## config.mk

```make
export PLATFORM = sky130hd
export DESIGN_NAME = status_length_record_deframer_top
export DESIGN_NICKNAME = d
export VERILOG_FILES = /design/src/slrd_pkg.sv /design/src/slrd_core.sv /design/src/status_length_record_deframer_top.sv
export SDC_FILE = /design/constraint.sdc
export NUM_CORES = 1
export LEC_CHECK = 0
export BUFFER_PORTS_ARGS = -buffer_cell sky130_fd_sc_hd__buf_2
export CAP_MARGIN = 5
export CORE_ASPECT_RATIO = 0.75
export CORE_UTILIZATION = 54
export DETAILED_ROUTE_END_ITERATION = 6
export GPL_TIMING_DRIVEN = 0
export PLACE_DENSITY = 0.82
export SYNTH_ARGS = -nofsm -noshare
export SYNTH_HDL_FRONTEND = slang
export SYNTH_SLANG_ARGS = --single-unit
```

## constraint.sdc

```tcl
create_clock -name clk -period 8.8 [get_ports clk]
set_input_delay 1.32 -clock clk [delete_from_list [all_inputs] [get_ports clk]]
set_output_delay 1.32 -clock clk [all_outputs]
set_load 0.005 [all_outputs]
```

## src/slrd_pkg.sv

```systemverilog
`timescale 1ns / 1ps
`default_nettype none
// ----------------------------------------------------------------------------
// slrd_pkg: shared types for the status/length record deframer
// Result kinds, the input word and the result word shared by core and top.
// ----------------------------------------------------------------------------
package slrd_pkg;

  // Reset value of the length limit register (20 MiB).
  localparam logic [31:0] DEFAULT_MAX_VALUE_LENGTH = 32'd20971520;

  // Register indexes on the configuration port.
  localparam logic REG_MAX_VALUE_LENGTH = 1'b0;

  // Result kinds.
  typedef enum logic [2:0] {
    KIND_VALUE  = 3'd0,
    KIND_EMPTY  = 3'd1,
    KIND_DONE   = 3'd2,
    KIND_REJECT = 3'd3,
    KIND_TRUNC  = 3'd4,
    KIND_LIMIT  = 3'd5,
    KIND_MANY   = 3'd6
  } kind_t;

  // One accepted body byte with its side-band fields.
  typedef struct packed {
    logic [7:0]  data_byte;
    logic        first_of_body;
    logic        last_of_body;
    logic [7:0]  framing_skip;
    logic [15:0] key_skip;
    logic [7:0]  extras_skip;
    logic        body_accepted;
  } in_item_t;

  // One result word, with a flag that says whether the byte produced one.
  typedef struct packed {
    logic        valid;
    kind_t       kind;
    logic [3:0]  entry_index;
    logic [15:0] entry_stat;
    logic [7:0]  value_byte;
    logic        last_of_entry;
    logic        body_end;
  } result_t;

endpackage
`default_nettype wire

```

## src/slrd_core.sv

```systemverilog
`timescale 1ns / 1ps
`default_nettype none
// ----------------------------------------------------------------------------
// slrd_core: parse state of the deframer
// Holds the body parse state and works out the result of each accepted byte
// in one pass of logic. State advances only when a word is accepted.
// ----------------------------------------------------------------------------
module slrd_core #(
  parameter int MAX_ENTRIES = 16
) (
  input  wire logic             clk,
  input  wire logic             rst_n,
  input  wire logic             in_fire,
  input  wire slrd_pkg::in_item_t item,
  input  wire logic [31:0]      max_value_length,
  output slrd_pkg::result_t     res
);

  localparam int CNT_W = $clog2(MAX_ENTRIES + 1);

  typedef enum logic [2:0] {
    PH_IDLE   = 3'd0,
    PH_SKIP   = 3'd1,
    PH_HEADER = 3'd2,
    PH_VALUE  = 3'd3,
    PH_DROP   = 3'd4,
    PH_REJECT = 3'd5
  } phase_t;

  typedef enum logic [1:0] {
    ERR_NONE  = 2'd0,
    ERR_TRUNC = 2'd1,
    ERR_LIMIT = 2'd2,
    ERR_MANY  = 2'd3
  } err_t;

  phase_t            phase_r, phase_nxt;
  logic [16:0]       skip_r, skip_nxt;
  logic [2:0]        hcnt_r, hcnt_nxt;
  logic [15:0]       status_r, status_nxt;
  logic [31:0]       length_r, length_nxt;
  logic [31:0]       remain_r, remain_nxt;
  logic [CNT_W-1:0]  count_r, count_nxt;
  err_t              err_r, err_nxt;
  slrd_pkg::result_t res_c;

  // Build a result word; the entry index is the entry count modulo 16.
  function automatic slrd_pkg::result_t make_res(slrd_pkg::kind_t k,
                                                 logic [CNT_W-1:0] cnt,
                                                 logic [15:0] st,
                                                 logic [7:0] vb,
                                                 logic eol,
                                                 logic last);
    slrd_pkg::result_t r;
    logic [CNT_W+3:0]  cnt_ext;
    cnt_ext         = {4'b0000, cnt};
    r.valid         = 1'b1;
    r.kind          = k;
    r.entry_index   = cnt_ext[3:0];
    r.entry_stat    = st;
    r.value_byte    = vb;
    r.last_of_entry = eol;
    r.body_end      = last;
    return r;
  endfunction

  // Map a held error to the kind reported at the body end.
  function automatic slrd_pkg::kind_t err_kind(err_t e);
    slrd_pkg::kind_t k;
    case (e)
      ERR_LIMIT: k = slrd_pkg::KIND_LIMIT;
      ERR_MANY:  k = slrd_pkg::KIND_MANY;
      default:   k = slrd_pkg::KIND_TRUNC;
    endcase
    return k;
  endfunction

  // Next state and result for the byte on the input.
  always_comb begin
    phase_nxt  = phase_r;
    skip_nxt   = skip_r;
    hcnt_nxt   = hcnt_r;
    status_nxt = status_r;
    length_nxt = length_r;
    remain_nxt = remain_r;
    count_nxt  = count_r;
    err_nxt    = err_r;
    res_c      = '0;

    // A first byte always restarts the body and then is parsed as usual.
    if (item.first_of_body) begin
      skip_nxt   = 17'(item.framing_skip) + 17'(item.key_skip)
                 + 17'(item.extras_skip);
      hcnt_nxt   = '0;
      status_nxt = '0;
      length_nxt = '0;
      remain_nxt = '0;
      count_nxt  = '0;
      err_nxt    = ERR_NONE;
      if (!item.body_accepted) begin
        phase_nxt = PH_REJECT;
      end else if (skip_nxt != 17'd0) begin
        phase_nxt = PH_SKIP;
      end else begin
        phase_nxt = PH_HEADER;
      end
    end

    case (phase_nxt)
      PH_REJECT: begin
        if (item.last_of_body) begin
          phase_nxt = PH_IDLE;
          res_c = make_res(slrd_pkg::KIND_REJECT, count_nxt, status_nxt, 8'd0, 1'b0, 1'b1);
        end
      end
      PH_DROP: begin
        if (item.last_of_body) begin
          phase_nxt = PH_IDLE;
          res_c = make_res(err_kind(err_nxt), count_nxt, status_nxt, 8'd0, 1'b0, 1'b1);
        end
      end
      PH_SKIP: begin
        skip_nxt = skip_nxt - 17'd1;
        if (skip_nxt == 17'd0) begin
          phase_nxt = PH_HEADER;
        end
        if (item.last_of_body) begin
          phase_nxt = PH_IDLE;
          res_c = make_res(slrd_pkg::KIND_DONE, count_nxt, status_nxt, 8'd0, 1'b0, 1'b1);
        end
      end
      PH_HEADER: begin
        // Two status bytes, then four length bytes, most significant first.
        if (hcnt_nxt < 3'd2) begin
          status_nxt = {status_nxt[7:0], item.data_byte};
          if (hcnt_nxt == 3'd0) begin
            length_nxt = '0;
          end
        end else begin
          length_nxt = {length_nxt[23:0], item.data_byte};
        end
        hcnt_nxt = hcnt_nxt + 3'd1;
        if (hcnt_nxt < 3'd6) begin
          if (item.last_of_body) begin
            phase_nxt = PH_IDLE;
            hcnt_nxt  = '0;
            res_c = make_res(slrd_pkg::KIND_TRUNC, count_nxt, status_nxt, 8'd0, 1'b0, 1'b1);
          end
        end else begin
          hcnt_nxt = '0;
          // The entry table limit is checked before the length limit.
          if (count_nxt >= CNT_W'(MAX_ENTRIES)) begin
            err_nxt = ERR_MANY;
          end else if (length_nxt >= max_value_length) begin
            err_nxt = ERR_LIMIT;
          end
          if (err_nxt != ERR_NONE) begin
            phase_nxt = PH_DROP;
            if (item.last_of_body) begin
              phase_nxt = PH_IDLE;
              res_c = make_res(err_kind(err_nxt), count_nxt, status_nxt, 8'd0, 1'b0, 1'b1);
            end
          end else if (length_nxt == 32'd0) begin
            res_c = make_res(slrd_pkg::KIND_EMPTY, count_nxt, status_nxt, 8'd0, 1'b1,
                             item.last_of_body);
            count_nxt = count_nxt + CNT_W'(1);
            if (item.last_of_body) begin
              phase_nxt = PH_IDLE;
            end
          end else begin
            remain_nxt = length_nxt;
            phase_nxt  = PH_VALUE;
            if (item.last_of_body) begin
              phase_nxt = PH_IDLE;
              res_c = make_res(slrd_pkg::KIND_TRUNC, count_nxt, status_nxt, 8'd0, 1'b0, 1'b1);
            end
          end
        end
      end
      PH_VALUE: begin
        remain_nxt = remain_nxt - 32'd1;
        if (remain_nxt == 32'd0) begin
          res_c = make_res(slrd_pkg::KIND_VALUE, count_nxt, status_nxt, item.data_byte,
                           1'b1, item.last_of_body);
          count_nxt = count_nxt + CNT_W'(1);
          phase_nxt = item.last_of_body ? PH_IDLE : PH_HEADER;
        end else if (item.last_of_body) begin
          // The byte on a truncating end is dropped.
          phase_nxt = PH_IDLE;
          res_c = make_res(slrd_pkg::KIND_TRUNC, count_nxt, status_nxt, 8'd0, 1'b0, 1'b1);
        end else begin
          res_c = make_res(slrd_pkg::KIND_VALUE, count_nxt, status_nxt, item.data_byte,
                           1'b0, 1'b0);
        end
      end
      default: begin
        phase_nxt = PH_IDLE;
      end
    endcase
  end

  assign res = res_c;

  // Parse state moves only on an accepted word.
  always_ff @(posedge clk) begin
    if (!rst_n) begin
      phase_r  <= PH_IDLE;
      skip_r   <= '0;
      hcnt_r   <= '0;
      status_r <= '0;
      length_r <= '0;
      remain_r <= '0;
      count_r  <= '0;
      err_r    <= ERR_NONE;
    end else if (in_fire) begin
      phase_r  <= phase_nxt;
      skip_r   <= skip_nxt;
      hcnt_r   <= hcnt_nxt;
      status_r <= status_nxt;
      length_r <= length_nxt;
      remain_r <= remain_nxt;
      count_r  <= count_nxt;
      err_r    <= err_nxt;
    end
  end

endmodule
`default_nettype wire

```

## src/status_length_record_deframer_top.sv

```systemverilog
`timescale 1ns / 1ps
`default_nettype none
// ----------------------------------------------------------------------------
// status_length_record_deframer_top: response body record deframer
// Splits a byte stream of response bodies into status/length/value entries.
// ----------------------------------------------------------------------------
// Usage:
//   The in_ stream carries one body byte per word, with the skip sizes and the
//   accept flag sampled on the word that marks the first byte of a body and
//   in_tlast on the final byte. The out_ stream carries at most one result
//   word per input word: a value byte, an empty entry, or an end-of-body
//   report (done, rejected, truncated, length over limit, too many entries),
//   with out_tlast set on the result caused by the final body byte.
//   The result of an accepted word is registered and shown on out_ in the
//   cycle after it is accepted. Throughput is one word per cycle; the single
//   output register is refilled in the cycle it is drained, so only a stalled
//   receiver holding a full output register stops the input.
//   The length limit is written over the cfg_ APB port at address 0; the user
//   must write it only while the block is idle, as the block does not enforce it.
//   Reset clears the parse state to idle, empties the output register and
//   loads the length limit with 20 MiB.
// ----------------------------------------------------------------------------
module status_length_record_deframer_top #(
  parameter int MAX_ENTRIES = 16
) (
  input  wire logic        clk,
  input  wire logic        rst_n,
  // Input stream
  input  wire logic        in_tvalid,
  output logic             in_tready,
  // [7:0] data_byte, [15:8] framing_skip, [31:16] key_skip,
  // [39:32] extras_skip
  input  wire logic [39:0] in_tdata,
  input  wire logic        in_tlast,
  // [0] first_of_body, [1] body_accepted
  input  wire logic [1:0]  in_tuser,
  // Result stream
  output logic             out_tvalid,
  input  wire logic        out_tready,
  // [3:0] entry_index, [19:4] entry_stat, [27:20] value_byte, [31:28] zero
  output logic [31:0]      out_tdata,
  output logic             out_tlast,
  // [2:0] kind, [3] last_of_entry
  output logic [3:0]       out_tuser,
  // Configuration port
  input  wire logic        cfg_psel,
  input  wire logic        cfg_penable,
  input  wire logic        cfg_pwrite,
  input  wire logic [2:0]  cfg_paddr,
  input  wire logic [31:0] cfg_pwdata,
  output logic [31:0]      cfg_prdata,
  output logic             cfg_pready
);

  logic               in_fire;
  logic               cfg_wr;
  logic [31:0]        max_len_r;
  slrd_pkg::in_item_t item;
  slrd_pkg::result_t  res;
  slrd_pkg::result_t  out_r;
  logic               out_valid_r;

  // Configuration register.
  assign cfg_pready = 1'b1;
  assign cfg_wr     = cfg_psel & cfg_penable & cfg_pwrite & cfg_pready;
  assign cfg_prdata = (cfg_paddr[2] == slrd_pkg::REG_MAX_VALUE_LENGTH) ? max_len_r : 32'd0;

  always_ff @(posedge clk) begin
    if (!rst_n) begin
      max_len_r <= slrd_pkg::DEFAULT_MAX_VALUE_LENGTH;
    end else if (cfg_wr && cfg_paddr[2] == slrd_pkg::REG_MAX_VALUE_LENGTH) begin
      max_len_r <= cfg_pwdata;
    end
  end

  // Input word unpacking and handshake.
  assign in_tready = !out_valid_r || out_tready;
  assign in_fire   = in_tvalid && in_tready;

  assign item.data_byte     = in_tdata[7:0];
  assign item.framing_skip  = in_tdata[15:8];
  assign item.key_skip      = in_tdata[31:16];
  assign item.extras_skip   = in_tdata[39:32];
  assign item.first_of_body = in_tuser[0];
  assign item.body_accepted = in_tuser[1];
  assign item.last_of_body  = in_tlast;

  slrd_core #(
    .MAX_ENTRIES(MAX_ENTRIES)
  ) u_core (
    .clk             (clk),
    .rst_n           (rst_n),
    .in_fire         (in_fire),
    .item            (item),
    .max_value_length(max_len_r),
    .res             (res)
  );

  // Output register: loads on an accepted word, empties when taken.
  always_ff @(posedge clk) begin
    if (!rst_n) begin
      out_valid_r <= 1'b0;
    end else if (in_fire) begin
      out_valid_r <= res.valid;
    end else if (out_tready) begin
      out_valid_r <= 1'b0;
    end
  end

  always_ff @(posedge clk) begin
    if (in_fire && res.valid) begin
      out_r <= res;
    end
  end

  assign out_tvalid = out_valid_r;
  assign out_tdata  = {4'b0000, out_r.value_byte, out_r.entry_stat, out_r.entry_index};
  assign out_tlast  = out_r.body_end;
  assign out_tuser  = {out_r.last_of_entry, out_r.kind};

endmodule
`default_nettype wire
```

==> impl_metrics.py <==
metrics = {
    "die": {
        "num_rows": 46,
        "initial_core_util": 0.557,
        "dieArea_um2": 22600,
        "io_pins": 157,
        "die_y_um": 131,
        "core_area_um2": 21400,
        "die_w_um": 173,
    },
    "final_layout": {
        "fillers": 1917,
        "area_delta_synth_final_pct": 14.7,
        "fin_nets": 1855,
        "fin_cells": 2016,
        "drive_above_1_share": 0.132,
    },
    "detailed_routing": {
        "dr.pass1.iters": 7,
        "drc": 2,
        "via_per_inst": 6.63,
        "wire_per_inst_um": 22.3,
        "drt_iter0_markers": 2135,
        "route.vias.total": 13400,
        "ant_nets": 0,
        "routed_wl_um": 45000,
    },
    "logic_synthesis": {
        "ys_types": 87,
        "synthArstFlopShare": 0,
        "synth_edf_count": 33,
        "syn_area_um2": 11900,
        "synth-simple-area-share": 0.261,
        "yosys.cell_count.top_type": "nand2_1",
        "ys_seq_elements": 176,
        "ys_warn_count": 0,
        "synth.avg_cell_area_um2": 7.69,
        "synthCells": 1547,
        "synth_top_area_cell": "dfxtp_1",
        "dominantRegCellSynth": "dfxtp_1",
        "ys_seq_area_frac": 0.324,
        "synth_area_leaders": "dfxtp_1 (24%), edfxtp_1 (8.3%), a21oi_1 (7.3%)",
        "synthAdderAreaFrac": 0.0646,
        "synth_top_family_by_area": "compound AO/OA/AOI/OAI gates",
        "yosysTopAreaCellShare": 0.241,
        "synth_compound_area_frac": 0.267,
        "netlist_top_cells_count": "nand2_1 (226), a21oi_1 (174), dfxtp_1 (143), nor2_1 (112), clkbuf_1 (92)",
        "synthMuxAreaShare": 0.00768,
        "synth_xor_area_frac": 0.0191,
    },
    "timing": {
        "clock.fmax_ghz": 0.117,
        "finalHoldViolCount": 0,
        "maxSlewViolCount": 0,
        "period_share": 0.969,
        "clock_skew_ns": 0.0139,
        "final.min_clock_period_ns": 8.53,
        "setup_violations": 0,
        "maxSlewHeadroom": 0.113,
        "worst_slew_pin_slew_ns": 1.32,
    },
    "clocking": {
        "clockRootBuffer": "clkbuf_16",
        "hold_buffers": 0,
        "clk_pin_slew_ns": 0.08,
        "cts_sinks": 176,
        "htreeDepth": 4,
        "clock_latency_ns": 0.46,
        "clk_path_buf_depth": 2,
        "cts_tree": "done",
        "cts_buffers": 17,
    },
    "critical_path": {
        "slowest_stage": "nor4_4",
        "cp_top_family": "buffers and inverters",
        "crit_path_cell_trace": "buf_2, clkbuf_1, clkbuf_2, clkbuf_1, clkbuf_1, buf_2, clkbuf_1, a21oi_1, ha_1, and4_1, a221o_1, a2111o_1, a21oi_2, nand4_1, nor4_4, clkbuf_1, a21oi_1, o22ai_1",
        "r2r_cells": 15,
        "crit_path_start_kind": "input pin",
        "path_max_fanout": 14,
        "path_depth": 18,
        "cp.required_ns": 9.17,
        "cpMostUsedCell": "clkbuf_1",
        "max_stage_delay_ns": 0.68,
        "worst-endpoint-arrival_ns": 8.89,
        "endpoint_kind": "register",
        "path_class": "in -> reg",
        "path_buf_inv": 8,
    },
    "pwr": {
        "p_leak_nw": 5.18,
        "total_power_w": 0.00209,
        "p_per_area_nw_per_um2": 153,
        "peakVddDrop_mv": 0.128,
    },
    "global_routing": {
        "overflow": 0,
        "first_global_vias": 11600,
        "use_met3": 0.102,
        "grt_antenna_before_repair": 2,
        "met1_usage": 0.556,
        "grt_pass1_wl_um": 67800,
        "grt_use_met2": 0.560,
        "busiest_layer": "met2",
        "grt_max_degree": 24,
        "grt_usage": 0.391,
    },
    "run": {
        "max_cap_viol_count": 0,
    },
    "place": {
        "hpwl_um": 33800,
        "dp.cells": 1985,
        "gp_congestion": 1.04,
        "port_buffers": 145,
    },
    "hold_path": {
        "hold_path_class": "reg -> reg",
        "hold_depth": 2,
    },
    "outcome": {
        "violations": "design-rule violations",
        "outcome": "complete, but fails checks",
    },
}
==> per-stage QoR <==
| stage | setup TNS [ns] | setup slack, ns | hold slack, ns | util | cell area, um^2 |
|---|---|---|---|---|---|
| 3_5_place_dp | -76.94 | -1.14 | 0.444 | 0.610 | 13000 |
| 2_1_floorplan | 0 | 0.877 | 0.427 | - | 11900 |
| 6_report | 0 | 0.273 | 0.458 | 0.639 | 13600 |
| 4_1_cts | 0 | 0.219 | 0.458 | 0.639 | 13600 |
| 5_1_grt | -0.677 | -0.0305 | 0.474 | 0.639 | 13600 |
| 3_3_place_gp | -120.41 | -2.27 | 0.436 | 0.608 | 13000 |
==> worst reg2reg max path, delay by kind of cell, from the launching register on <==
kind                     cells  cell delay [ns]
buffers and inverters        3             1.51
adder cells (fa/ha/maj)      1             0.36
AO/OA/AOI/OAI                6             2.24
flip-flops                   1             0.35
AND/OR/NAND/NOR              5             1.71
==> cell families after synthesis <==
group / Yosys count
AND/OR/NAND/NOR: 620
adder cells (fa/ha/maj): 56
multiplexers: 9
AO/OA/AOI/OAI: 491
XOR/XNOR: 26
other: 2
flip-flops: 176
buffers and inverters: 167
==> cell usage in the layout, fill, tap and decap left out, types with 10 or more instances in the layout <==
cell / netlist / final
nand2_1: 226 / 226
a21oi_1: 174 / 172
buf_2: 4 / 150
dfxtp_1: 143 / 143
nor2_1: 112 / 111
o21ai_0: 89 / 89
clkbuf_1: 92 / 88
inv_1: 53 / 52
ha_1: 47 / 47
nand3b_1: 38 / 38
nor3_1: 35 / 35
edfxtp_1: 33 / 33
nand3_1: 32 / 32
nor4_1: 29 / 29
a22o_1: 26 / 26
a31oi_1: 22 / 22
nor2b_1: 22 / 22
xnor2_1: 21 / 21
o211ai_1: 19 / 19
o22ai_1: 19 / 19
and3_1: 18 / 18
nand4_1: 18 / 18
clkbuf_16: 0 / 18
a211oi_1: 16 / 16
a21o_1: 15 / 15
or3_1: 15 / 15
and2_1: 14 / 14
or2_2: 11 / 11
o21a_1: 11 / 11
or4_1: 10 / 10
a32o_1: 10 / 10
==> metal layers <==
metal  wire length [um]  vias to the layer above
met5                 13                        -
met4               1590                        2
met3               6430                      135
met2              18200                     1044
met1              18800                     6192
li1                   -                     6001
==> timing repair <==
action                     CTS  global route
setup buffers                0             0
resized for setup            2             6
setup endpoints to repair   82            76
==> state kept, by name, summed over array words and instances (netlist names) <==
name and flops:
max_len_r 32, out_tdata 28, out_tlast 1, out_tuser 4
out_tvalid 1, u_core.count_r 5, u_core.err_r 2, u_core.hcnt_r 3
u_core.length_r 32, u_core.phase_r 3, u_core.remain_r 32, u_core.skip_r 17
u_core.status_r 16
==> cell type report <==
cell class,instances,area [um^2],share of cell area
clock inverter,14,165,0.0121
multi-input combinational,1207,7400,0.542
clock buffer,18,450,0.0330
sequential,176,3850,0.282
timing repair buffer,147,748,0.0548
antenna,1,2.50,0.000183
buffer,111,458,0.0336
inverter,54,206,0.0151
tap,288,360,0.0264
==> where the power goes <==
part	switching, W	internal, W
Combinational	0.000271	0.000146
Sequential	0.0000125	0.000839
Clock	0.000379	0.000447
Total	0.000663	0.00143
==> final timing paths <==
path                                        from  slack (ns)                  to
worst max register to register  u_core.hcnt_r[2]        2.55  u_core.remain_r[3]
worst max-delay path                 in_tuser[0]        0.27  u_core.remain_r[3]
worst min register to register     max_len_r[23]        0.46       max_len_r[23]
worst min-delay path               max_len_r[23]        0.46       max_len_r[23]
Note: power is estimated with default switching activity, not from simulation.
